`src/rtl/core/rsm_pkg.sv`:
```
// ----------------------------------------------------------------------------
// rsm_pkg: shared types for the row softmax core
// Sequencer states, divider request/response structs and fixed constants.
// ----------------------------------------------------------------------------
`default_nettype none

package rsm_pkg;

  localparam int unsigned DvdW = 33;  // dividend and quotient width
  localparam int unsigned DvsW = 24;  // divisor width

  localparam logic [15:0] NegInfBits = 16'hFC00;
  localparam logic [15:0] PosMaxBits = 16'h7BFF;
  localparam logic [31:0] Q31One     = 32'h8000_0000;

  typedef enum logic [3:0] {
    S_IDLE,   // load elements
    S_RD,     // read stored element
    S_DIFF,   // difference to row max
    S_MUL,    // series product y*r
    S_DIVS,   // start divide by k
    S_DIVW,   // wait for quotient
    S_SQ,     // square product
    S_SQR,    // round square
    S_EXPW,   // write exp value, accumulate
    S_RECS,   // start reciprocal
    S_RECW,   // wait for reciprocal
    S_ORD,    // read exp value
    S_OMUL,   // exp times reciprocal
    S_OCONV,  // convert small or start normalize
    S_ONORM,  // normalize one bit a cycle
    S_OEMIT   // hand item to output register
  } rsm_state_e;

  typedef struct packed {
    logic            start;
    logic [DvdW-1:0] dividend;
    logic [DvsW-1:0] divisor;
  } div_req_t;

  typedef struct packed {
    logic            done;
    logic [DvdW-1:0] quot;
  } div_rsp_t;

endpackage

`default_nettype wire

```
`src/rtl/core/rsm_div.sv`:
```
// ----------------------------------------------------------------------------
// rsm_div: restoring unsigned divider
// One quotient bit per cycle; done pulses for one cycle with the quotient.
// ----------------------------------------------------------------------------
`default_nettype none

module rsm_div (
  input  wire logic              clk_i,
  input  wire logic              rst_ni,
  input  wire rsm_pkg::div_req_t req_i,
  output      rsm_pkg::div_rsp_t rsp_o
);
  import rsm_pkg::*;

  localparam logic [5:0] LastCnt = 6'(DvdW - 1);

  logic            busy_q, done_q;
  logic [5:0]      cnt_q;
  logic [DvdW-1:0] dvd_q;
  logic [DvsW-1:0] rem_q, dvs_q;
  logic [DvsW:0]   rem_sh;
  logic            ge;

  assign rem_sh = {rem_q, dvd_q[DvdW-1]};
  assign ge     = rem_sh >= {1'b0, dvs_q};

  always_ff @(posedge clk_i or negedge rst_ni) begin
    if (!rst_ni) begin
      busy_q <= 1'b0;
      done_q <= 1'b0;
      cnt_q  <= '0;
    end else if (req_i.start) begin
      busy_q <= 1'b1;
      done_q <= 1'b0;
      cnt_q  <= '0;
    end else if (busy_q) begin
      cnt_q <= cnt_q + 6'd1;
      if (cnt_q == LastCnt) begin
        busy_q <= 1'b0;
        done_q <= 1'b1;
      end
    end else begin
      done_q <= 1'b0;
    end
  end

  always_ff @(posedge clk_i) begin
    if (req_i.start) begin
      dvd_q <= req_i.dividend;
      dvs_q <= req_i.divisor;
      rem_q <= '0;
    end else if (busy_q) begin
      // shift quotient bit in where the dividend bit leaves
      rem_q <= ge ? DvsW'(rem_sh - {1'b0, dvs_q}) : rem_sh[DvsW-1:0];
      dvd_q <= {dvd_q[DvdW-2:0], ge};
    end
  end

  assign rsp_o.done = done_q;
  assign rsp_o.quot = dvd_q;

endmodule

`default_nettype wire

```
`config.mk`:
```
export PLATFORM = sky130hd
export DESIGN_NAME = rsm_div
export DESIGN_NICKNAME = d
export VERILOG_FILES = /design/src/rtl/core/rsm_pkg.sv /design/src/rtl/core/rsm_div.sv
export SDC_FILE = /design/constraint.sdc
export NUM_CORES = 1
export LEC_CHECK = 0
export BUFFER_PORTS_ARGS = -buffer_cell sky130_fd_sc_hd__buf_4
export CORE_AREA = 2 2 96 98
export DETAILED_ROUTE_END_ITERATION = 8
export DIE_AREA = 0 0 98 100
export HOLD_SLACK_MARGIN = 0.05
export PLACE_DENSITY = 0.79
export SYNTH_ARGS = -nofsm -noshare
export SYNTH_HDL_FRONTEND = slang
export SYNTH_SLANG_ARGS = --single-unit
```
`constraint.sdc`:
```
create_clock -name clk_i -period 2.8 [get_ports clk_i]
set_clock_uncertainty 0.05 [all_clocks]
set_input_delay 0.56 -clock clk_i [delete_from_list [all_inputs] [get_ports clk_i]]
set_output_delay 0.56 -clock clk_i [all_outputs]
set_load 0.005 [all_outputs]
```
; ---- Yosys cells after proc, flatten, opt, wreduce, memory -nomap -nowiden
; Index checks and enable logic that the tools add are counted.
; W data, S select, Z words.
[totals]
register_bits = 89
word_cells = 23
[op_classes]
addsub = 2
n_lt_le_gt_ge = 1
eq_ne = 2
mux = 11
reduce_logical = 1
[op_table]
columns = operator, count
row1 = $mux W33, 2
row2 = $ge A25 B24 Y1, 1
row3 = $mux W24, 1
row4 = $sub A24 B24 Y24, 1
row5 = $mux W6, 2
row6 = $add A6 B1 Y6 const B, 1
row7 = $eq A6 B6 Y1 const B, 1
row8 = $mux W1, 6
row9 = $ne A3 B2 Y1 const B, 1
row10 = $reduce_bool A2 Y1, 1

; ---- Depth between registers and ports, before layout
; Gate-level depths: netlist (run 1).
[logic_depth]
ltp_word = 4
depth_mapped = 13
depth_no_buf = 11

; ---- Least setup slack after synthesis (run 1)
; No wires, ideal clock.
[synth_path]
path_kind = reg2reg
startpoint = reg dvs_q[18]
endpoint = reg rem_q[19]
setup_ns = 0.128
arrival_ns = 2.409
path_slack_ns = 0.214
path_stages_with_launch = 14
path_buffers = 3
synth_period_minus_slack_ns = 2.586
cell_sequence = edfxtp_1 inv_1 ha_1 clkbuf_2 nand2_1 or4_4 nor4_2 nor2_1 nand2_2 o21ai_2 buf_6 buf_2 a32oi_1 o31ai_1
[synth_via]
elab_chain_len = 2
[synth_lines]
columns = item, line
row1 = from (decl), rsm_div.sv:20  ; logic [DvsW-1:0] rem_q, dvs_q;
row2 = from (signal assigned), rsm_div.sv:50  ; dvs_q <= req_i.divisor;
row3 = $sub A24 B24 Y24 / $ge A25 B24 Y1 (equally long branches), "rsm_div.sv:54, rsm_div.sv:25"
row4 = $mux W24 (*), rsm_div.sv:54  ; rem_q <= ge ? DvsW'(rem_sh - {1'b0, dvs_q}) : rem_sh[DvsW-1:0];
row5 = to (signal assigned), rsm_div.sv:54
row6 = to (decl), rsm_div.sv:20
; Mark *: on every way between the ends. The rest lies on a longest branch, timed or not.
; A chain may end at the register's enable or synchronous reset.

; ---- Worst setup path in the final report (run 1)
[layout_path]
startpoint = reg dvd_q[32]
endpoint = reg rem_q[22]
[layout_via]
elab_chain_len = 2
[layout_lines]
columns = item, line
row1 = from (decl), rsm_div.sv:19  ; logic [DvdW-1:0] dvd_q;
row2 = from (signal assigned), rsm_div.sv:49  ; dvd_q <= req_i.dividend;
row3 = from (signal assigned), rsm_div.sv:55  ; dvd_q <= {dvd_q[DvdW-2:0], ge};
row4 = $sub A24 B24 Y24 / $ge A25 B24 Y1 (equally long branches), "rsm_div.sv:54, rsm_div.sv:25"
row5 = $mux W24 (*), rsm_div.sv:54
; Marks and branches as above.

==> flow_metrics.py, run 1 <==
metrics = {
    "setup_path": {
        "cp-endpoint": "rem_q[22]$_SDFFE_PP0P_",
        "crit_chain": "inv_1 -> ha_1 -> fa_1 -> nor2b_1 -> o31ai_1 -> a21oi_1 -> o21ai_2 -> o31ai_1 -> buf_4 -> a211o_1 -> nand3_1 -> o31ai_2",
        "cp.arrival_ps": 2910,
        "r2r-end": "rem_q[22]$_SDFFE_PP0P_",
        "slowest_stage": "fa_1",
        "cpPeakStageDelay_ps": 410,
        "r2r_start": "dvd_q[32]$_DFFE_PP_",
        "worstSetupPathType": "reg -> reg",
        "reg2reg_depth": 12,
        "r2r_slack_ps": 110,
        "critPathRequiredTime_ps": 3020,
        "worst_setup_path_end_kind": "register",
        "crit_top_cell": "o31ai_1",
        "crit_family": "compound AO/OA/AOI/OAI gates",
        "worst-path-stages": 12,
        "cp-start-kind": "register",
        "critPathMaxFanout": 4,
        "path_buf_inv": 2,
        "cp-startpoint": "dvd_q[32]$_DFFE_PP_",
    },
    "detailed_routing": {
        "vias": 3734,
        "drt_iter0_drc": 236,
        "drt-wirelength-per-cell_um": 16.7,
        "drc": 0,
        "drtPass1Iterations": 6,
        "routed_via_density": 5.70,
        "wl_um": 10900,
        "ant_nets": 0,
    },
    "synthesis": {
        "yosys_warnings": 0,
        "synthTopCellsByCount": "57 x edfxtp_1, 34 x mux2_2, 32 x inv_1, 32 x nor2_1, 28 x nand2_1",
        "syn_area_per_cell_um2": 11.1,
        "synth_top_area_share_pct": 35.6,
        "synthFlopType": "edfxtp_1",
        "syn_inst": 434,
        "synth-edff-count": 57,
        "synth_area_leaders": "edfxtp_1 36%, dfxtp_1 10%, mux2_2 8.0%",
        "synth_fp_nets": 521,
        "syn-cell-area_mm2": 0.00480,
        "synth_seq_cells": 89,
        "async_flop_share_pct": 8.99,
        "synth.most_common_cell": "edfxtp_1",
        "ys_seq_area_share_pct": 49.8,
        "synth_cell_types": 51,
        "synth_largest_area_cell": "edfxtp_1",
    },
    "sta": {
        "maxSlewViolCount": 0,
        "setup_violations": 0,
        "relSlewSlack_pct": 60.0,
        "tightest_slew_ps": 599,
        "setup_ws_ps": 109,
        "timing.final.crit_share_pct": 96.1,
        "fmax_ghz": 0.372,
        "period_minus_slack_ps": 2690,
        "hold_viol": 0,
    },
    "power_and_ir_drop": {
        "vdd_drop_max_uv": 339,
        "cellPowerDensity_mw_per_mm2": 491,
        "p_sw_share_pct": 25.6,
        "p_int_uw": 2180,
        "p_leak_uw": 0.00271,
        "clockPowerShare_pct": 30.6,
        "power.share.sequential_pct": 52.8,
        "p_sw_uw": 752,
        "p_comb_share_pct": 16.6,
    },
    "clock_tree": {
        "cts_tree": "yes",
        "htreeDepth": 3,
        "clkSinkCount": 89,
        "cts.path.max_buffers": 2,
        "clk_latency_ps": 360,
        "cts_buffers": 9,
        "cts_root_buffer": "clkbuf_8",
        "clk_pin_slew_worst_paths_ps": 90,
    },
    "die": {
        "die-height_um": 100,
        "fp-row-count": 35,
        "io_pins": 94,
        "die_area_mm2": 0.00980,
        "start_util_pct": 54.0,
        "chipWidth_um": 98,
        "core_area_mm2": 0.00889,
    },
    "final_layout": {
        "num_antenna_cells": 0,
        "utilization_pct": 67.1,
        "nets": 626,
        "syn_to_final_growth_pct": 24.3,
        "drive_gt1_share_pct": 33.3,
    },
    "grt": {
        "track_usage_pct": 22.4,
        "grt_pass1_wl_um": 17700,
        "grt_antenna_before_repair": 0,
        "grt_pass1_vias": 3695,
        "grt_overflow": 0,
        "grt_start_max_net_pins": 34,
    },
    "place": {
        "numPortBuffers": 93,
        "place_congestion": 0.946,
        "dpl_worst_slack_ps": 6.02,
        "dp.final_hpwl_um": 8020,
    },
    "run_status": {
        "outcome": "finished, final reports clean",
    },
    "flow_run": {
        "cap_viol_max_count": 0,
    },
    "hold_path": {
        "hold_class": "in -> reg",
    },
}
## repair_timing
| action | 4_1_cts | 5_1_grt |
|---|---|---|
| endpoints found under the hold margin | 8 | 0 |
| buffers inserted | 0 | 1 |
| hold buffers | 1 | 0 |
| setup endpoints to repair | 1 | 17 |
| gates resized for setup | 1 | 12 |
| pin swaps | 0 | 4 |
## logic make-up after synthesis
logic type	count (synthesis)	synth area share, %
AO/OA/AOI/OAI	98	13.9
AND/OR/NAND/NOR	95	9.25
flip-flops	89	49.8
buffers and inverters	53	4.48
multiplexers	50	11.3
adder cells (fa/ha/maj)	27	7.19
XOR/XNOR	22	4.01
## final cells by class
class	instances	area [um^2]
sequential	89	2390
tap	111	139
multi-input combinational	292	2260
timing repair buffer	115	866
clock buffer	10	128
clock inverter	6	65.1
inverter	32	120
fill	695	2920
## worst min-delay path by stage
stage	depth (start not counted)	slack [ps]	endpoint	from
after CTS	1	310	dvs_q[22]$_DFFE_PP_	req_i[22]
after global placement	1	330	busy_q$_DFF_PN0_	rst_ni
final	1	320	dvs_q[22]$_DFFE_PP_	req_i[22]
after floorplan	0	210	busy_q$_DFF_PN0_	rst_ni
after global routing	1	310	dvs_q[5]$_DFFE_PP_	req_i[5]
after detailed placement	1	330	busy_q$_DFF_PN0_	rst_ni
## power groups by stage
stage / Clock [uW] / Sequential (uW) / Combinational [uW]
6_report: 897 / 1550 / 488
5_1_grt: 961 / 1560 / 535
4_1_cts: 908 / 1550 / 477
3_5_place_dp: 0 / 1570 / 474
3_3_place_gp: 0 / 1570 / 459
2_1_floorplan: 0 / 1570 / 249
## per-stage QoR
step | total power (uW) | cells | hold slack, ps | instance area, um^2 | TNS (ps)
6_report | 2930 | 655 | 318 | 5970 | 0
5_1_grt | 3060 | 655 | 306 | 5970 | -32.0
4_1_cts | 2930 | 654 | 313 | 5900 | 0
3_5_place_dp | 2050 | 637 | 334 | 5690 | 0
3_3_place_gp | 2030 | 637 | 329 | 5690 | 0
2_1_floorplan | 1820 | 434 | 214 | 4800 | 0
## cell usage in the layout (no fill, tap or decap), types with 5 or more instances in the layout
cell type and n:
nand3_1 6, inv_1 32, nor2_1 32, nand4_1 7, edfxtp_1 57, o31ai_1 6
a32oi_1 6, xnor2_1 11, a211oi_1 12, nor2b_1 7, a21oi_1 20, dfrtp_1 8
xor2_1 11, mux2_2 34, buf_4 114, o21a_1 5, clkbuf_8 9, a21o_1 7
ha_1 24, o21ai_0 18, mux2i_1 16, nand2_1 27, dfxtp_1 24
## state kept, by name (all words and copies together), names as in the netlist
signal and count:
rem_q 24, cnt_q 6, dvs_q 24, done_q 1
busy_q 1, dvd_q 33
## layer usage
| layer | global-route usage (%) | part of all wire, % |
|---|---|---|
| met5 | 0 | 0 |
| met4 | 6.73 | 1.7 |
| met3 | 6.82 | 8.3 |
| met2 | 37.8 | 49 |
| met1 | 27.9 | 41 |
No activity file was read; power rests on OpenSTA's default activity.
==> run 2: changes to the inputs <==
BUFFER_PORTS_ARGS = not set   (was -buffer_cell sky130_fd_sc_hd__buf_4)
CORE_AREA = 2 2 93 95   (was 2 2 96 98)
DIE_AREA = 0 0 95 97   (was 0 0 98 100)
DONT_BUFFER_PORTS = 1   (was not set)
PLACE_DENSITY = 0.74   (was 0.79)
==> flow_metrics.py, run 2 (synthesized netlist as in run 1, its figures left out) <==
metrics = {
    "final_layout": {
        "largest_register": "dvd_q",
        "num_antenna_cells": 0,
        "top_regs": "dvd_q x33, dvs_q x24, rem_q x24",
        "fill_cells": 622,
        "syn_to_final_growth_pct": 10.9,
        "largest_reg_flops": 33,
        "drive_gt1_share_pct": 20.3,
        "nets": 536,
        "final_common_cell": "edfxtp_1",
        "layout_common_cells": "57 x edfxtp_1, 34 x mux2_2, 32 x inv_1, 32 x nor2_1, 28 x nand2_1",
    },
    "sta": {
        "setup_tns_ps": 0,
        "maxSlewViolCount": 0,
        "relSlewSlack_pct": 71.4,
        "rsz0062_at_grt": "no",
        "fmax_ghz": 0.371,
        "setup_violations": 0,
        "setup_ws_ps": 107,
        "period_minus_slack_ps": 2690,
        "timing.final.crit_share_pct": 96.2,
        "tightest_slew_ps": 429,
        "hold_viol": 0,
    },
    "die": {
        "fp-row-count": 33,
        "die_area_mm2": 0.00922,
        "core_area_mm2": 0.00813,
        "die-height_um": 97,
        "chipWidth_um": 95,
        "io_pins": 94,
        "start_util_pct": 59.0,
    },
    "place": {
        "dpl_worst_slack_ps": 12.1,
        "dp.final_hpwl_um": 7180,
        "place_congestion": 0.905,
        "numPortBuffers": 0,
    },
    "grt": {
        "grt_pass1_wl_um": 16600,
        "grt_pass1_vias": 3471,
        "grt_overflow": 0,
        "track_usage_pct": 23.0,
        "grt_antenna_before_repair": 0,
        "grt_start_max_net_pins": 82,
    },
    "power_and_ir_drop": {
        "p_leak_uw": 0.00229,
        "cellPowerDensity_mw_per_mm2": 521,
        "vdd_drop_max_uv": 372,
    },
    "setup_path": {
        "crit_top_cell": "nand2_2",
        "path_buf_inv": 2,
        "worstSetupPathType": "reg -> reg",
        "worst_setup_path_end_kind": "register",
        "critPathRequiredTime_ps": 3040,
        "cp-start-kind": "register",
        "cpPeakStageDelay_ps": 560,
        "cp.arrival_ps": 2930,
        "crit_chain": "inv_1 -> ha_1 -> nand2_2 -> or4_4 -> nor4_4 -> nor2_1 -> nand2_2 -> o21ai_2 -> buf_12 -> or2_0 -> a311oi_2",
        "critPathMaxFanout": 13,
        "slowest_stage": "or4_4",
        "crit_family": "simple AND/OR/NAND/NOR gates",
    },
    "clock_tree": {
        "postCtsSetupRepairBufs": 0,
        "clkSinkCount": 89,
        "cts_root_buffer": "clkbuf_8",
        "cts_buffers": 9,
        "htreeDepth": 3,
        "cts.path.max_buffers": 2,
        "clk_latency_ps": 370,
        "clk_pin_slew_worst_paths_ps": 110,
        "cts_tree": "yes",
    },
    "detailed_routing": {
        "drtPass1Iterations": 4,
        "vias": 3284,
        "routed_via_density": 5.87,
        "drt_iter0_drc": 202,
        "ant_nets": 0,
        "wl_um": 9900,
        "drt-wirelength-per-cell_um": 17.7,
        "drc": 0,
    },
    "hold_path": {
        "hold_class": "in -> reg",
    },
    "flow_run": {
        "cap_viol_max_count": 0,
    },
    "run_status": {
        "outcome": "finished, final reports clean",
    },
}
## run 2: what timing repair did
| action | CTS | global route |
|---|---|---|
| setup endpoints to repair | 2 | 18 |
| resized for setup | 1 | 13 |
| endpoints found under the hold margin | 8 | 0 |
| pin swaps | 0 | 2 |
| hold buffers | 1 | 0 |
## run 2: worst paths after layout
check                                       from               endpoint  slack [ps]  depth (start not counted)
min in group asynchronous                 rst_ni   cnt_q[1]$_DFFE_PN0P_         480                          1
setup / recovery             dvs_q[13]$_DFFE_PP_  rem_q[0]$_SDFFE_PP0P_         110                         11
hold reg to reg            rem_q[9]$_SDFFE_PP0P_  rem_q[9]$_SDFFE_PP0P_         460                          2
max in group asynchronous                 rst_ni   cnt_q[2]$_DFFE_PN0P_        1960                          1
hold / removal                         req_i[57]  rem_q[6]$_SDFFE_PP0P_         220                          1
setup reg to reg             dvs_q[13]$_DFFE_PP_  rem_q[0]$_SDFFE_PP0P_         110                         11
## run 2: final cells by class
class	count	area (um^2)	area share [%]
Multi-Input combinational cell	292	2270	42.6
Timing Repair Buffer	25	206	3.88
Sequential cell	89	2390	44.9
Clock inverter	7	81.3	1.53
Tap cell	105	131	2.47
Inverter	32	120	2.25
Clock buffer	9	124	2.33
## run 2: metrics by stage
step           power, uW  cell area [um^2]  std cells  util (%)  hold slack, ps
3_5_place_dp        1900              5030        542      61.9             215
5_1_grt             2890              5330        559      65.5             183
3_3_place_gp        1890              5030        542      61.9             215
2_1_floorplan       1820              4800        434         -             214
4_1_cts             2790              5260        559      64.6             182
6_report            2770              5330        559      65.5             218
## run 2: metal layers
metal,vias up,share of wire [%],track usage [%]
met5,-,0,0
met4,0,1.9,8.03
met3,19,7.4,7.09
met2,101,47,36.1
met1,1554,44,29.9
li1,1610,-,-
## run 2: power by group
group          leakage, uW  total, uW  switching, uW  internal [uW]
clock network     0.000103        888            532            356
registers         0.000884       1560           59.7           1500
logic              0.00131        328            164            164
==> run 3: changes to the inputs <==
--- a/constraint.sdc
+++ b/constraint.sdc
@@ -4,2 +4,2 @@
 set_output_delay 0.56 -clock clk_i [all_outputs]
-set_load 0.005 [all_outputs]
+set_load 0.1 [all_outputs]
==> flow_metrics.py, run 3 (synthesized netlist as in run 1, its figures left out) <==
metrics = {
    "flow_run": {
        "cap_viol_max_count": 0,
    },
    "clock_tree": {
        "cts_buffers": 9,
        "cts_root_buffer": "clkbuf_8",
        "clk_latency_ps": 380,
        "clk_pin_slew_worst_paths_ps": 100,
        "cts.path.max_buffers": 2,
        "htreeDepth": 3,
        "postCtsSetupRepairBufs": 0,
        "cts_tree": "yes",
        "clkSinkCount": 89,
    },
    "die": {
        "chipWidth_um": 95,
        "die-height_um": 97,
        "core_area_mm2": 0.00813,
        "die_area_mm2": 0.00922,
        "fp-row-count": 33,
        "start_util_pct": 59.0,
        "io_pins": 94,
    },
    "detailed_routing": {
        "ant_nets": 0,
        "drtPass1Iterations": 4,
        "wl_um": 9740,
        "vias": 3252,
        "routed_via_density": 5.87,
        "drt_iter0_drc": 121,
        "drt-wirelength-per-cell_um": 17.6,
        "drc": 0,
    },
    "sta": {
        "maxSlewViolCount": 0,
        "setup_violations": 0,
        "tightest_slew_ps": 975,
        "setup_tns_ps": 0,
        "whs_ps": 202,
        "relSlewSlack_pct": 35.0,
        "period_minus_slack_ps": 2660,
        "hold_viol": 0,
        "rsz0062_at_grt": "yes",
        "setup_ws_ps": 141,
        "fmax_ghz": 0.376,
        "timing.final.crit_share_pct": 95.0,
    },
    "grt": {
        "grt_overflow": 0,
        "met3_usage_pct": 6.78,
        "top_usage_layer": "met2",
        "grt_pass1_wl_um": 16000,
        "grt_pass1_vias": 3314,
        "track_usage_pct": 22.3,
        "grt_antenna_before_repair": 0,
        "use_met1_pct": 29.7,
        "grt_start_max_net_pins": 82,
        "use_met2_pct": 35.6,
    },
    "setup_path": {
        "cp-start-kind": "register",
        "worst_setup_path_end_kind": "register",
        "reg2reg_depth": 11,
        "critPathMaxFanout": 10,
        "critPathRequiredTime_ps": 3040,
        "worstSetupPathType": "reg -> reg",
        "cp.arrival_ps": 2900,
    },
    "final_layout": {
        "largest_reg_flops": 33,
        "nets": 531,
        "layout_common_cells": "57 x edfxtp_1, 34 x mux2_2, 32 x inv_1, 32 x nor2_1, 28 x nand2_1",
        "syn_to_final_growth_pct": 9.72,
        "final_common_cell": "edfxtp_1",
        "num_antenna_cells": 0,
        "drive_gt1_share_pct": 20.3,
        "largest_register": "dvd_q",
        "utilization_pct": 64.8,
        "top_regs": "dvd_q x33, dvs_q x24, rem_q x24",
    },
    "place": {
        "numPortBuffers": 0,
        "dpl_worst_slack_ps": 43.7,
        "dp.final_hpwl_um": 6890,
        "place_congestion": 0.888,
    },
    "hold_path": {
        "hold_depth": 1,
        "hold_class": "in -> reg",
    },
    "power_and_ir_drop": {
        "cellPowerDensity_mw_per_mm2": 595,
        "p_leak_uw": 0.00225,
        "p_total_uw": 3140,
        "vdd_drop_max_uv": 422,
    },
    "run_status": {
        "outcome": "finished, final reports clean",
    },
}
-- run 3: final timing paths --
kind	startpoint	endpoint	slack, ps
setup / recovery	dvs_q[13]$_DFFE_PP_	rem_q[0]$_SDFFE_PP0P_	140
hold / removal	req_i[57]	rem_q[5]$_SDFFE_PP0P_	200
setup reg to reg	dvs_q[13]$_DFFE_PP_	rem_q[0]$_SDFFE_PP0P_	140
hold reg to reg	rem_q[9]$_SDFFE_PP0P_	rem_q[9]$_SDFFE_PP0P_	450
max in group asynchronous	rst_ni	cnt_q[0]$_DFFE_PN0P_	1920
min in group asynchronous	rst_ni	cnt_q[2]$_DFFE_PN0P_	490
-- run 3: timing repair --
action                     4_1_cts  5_1_grt
hold endpoints to repair         8        0
gates resized for setup          0        8
hold buffers                     1        0
setup endpoints to repair        0       21
-- run 3: cell type report --
class	count	area, um^2
multi-input combinational	292	2270
clock inverter	7	76.3
clock buffer	9	124
sequential	89	2390
timing repair buffer	20	156
tap	105	131
inverter	32	120
fill	613	2870
-- run 3: report_power, final --
| group | switching, uW | internal, uW | total, uW |
|---|---|---|---|
| Combinational | 171 | 160 | 331 |
| Clock | 537 | 358 | 896 |
| Sequential | 409 | 1500 | 1910 |
-- run 3: metal layers --
metal	part of all wire, %	vias to the layer above
li1	-	1606
met1	45	1548
met2	48	89
met3	6.1	9
met4	0.94	0
met5	0	-
-- run 3: critical path, stage by stage (launching register included) --
cell and delay (ps):
edfxtp_1 340, inv_1 50, ha_1 300, nand2_2 80
or4_4 550, nor4_2 310, nor2_1 100, nand2_2 90
o21ai_2 100, buf_6 170, or2_0 210, a311oi_2 220
-- run 3: through the flow --
| stage | cell area (um^2) | instances |
|---|---|---|
| after floorplan | 4840 | 434 |
| after global placement | 5010 | 537 |
| after detailed placement | 5010 | 537 |
| after CTS | 5220 | 554 |
| after global routing | 5270 | 554 |
| final | 5270 | 554 |
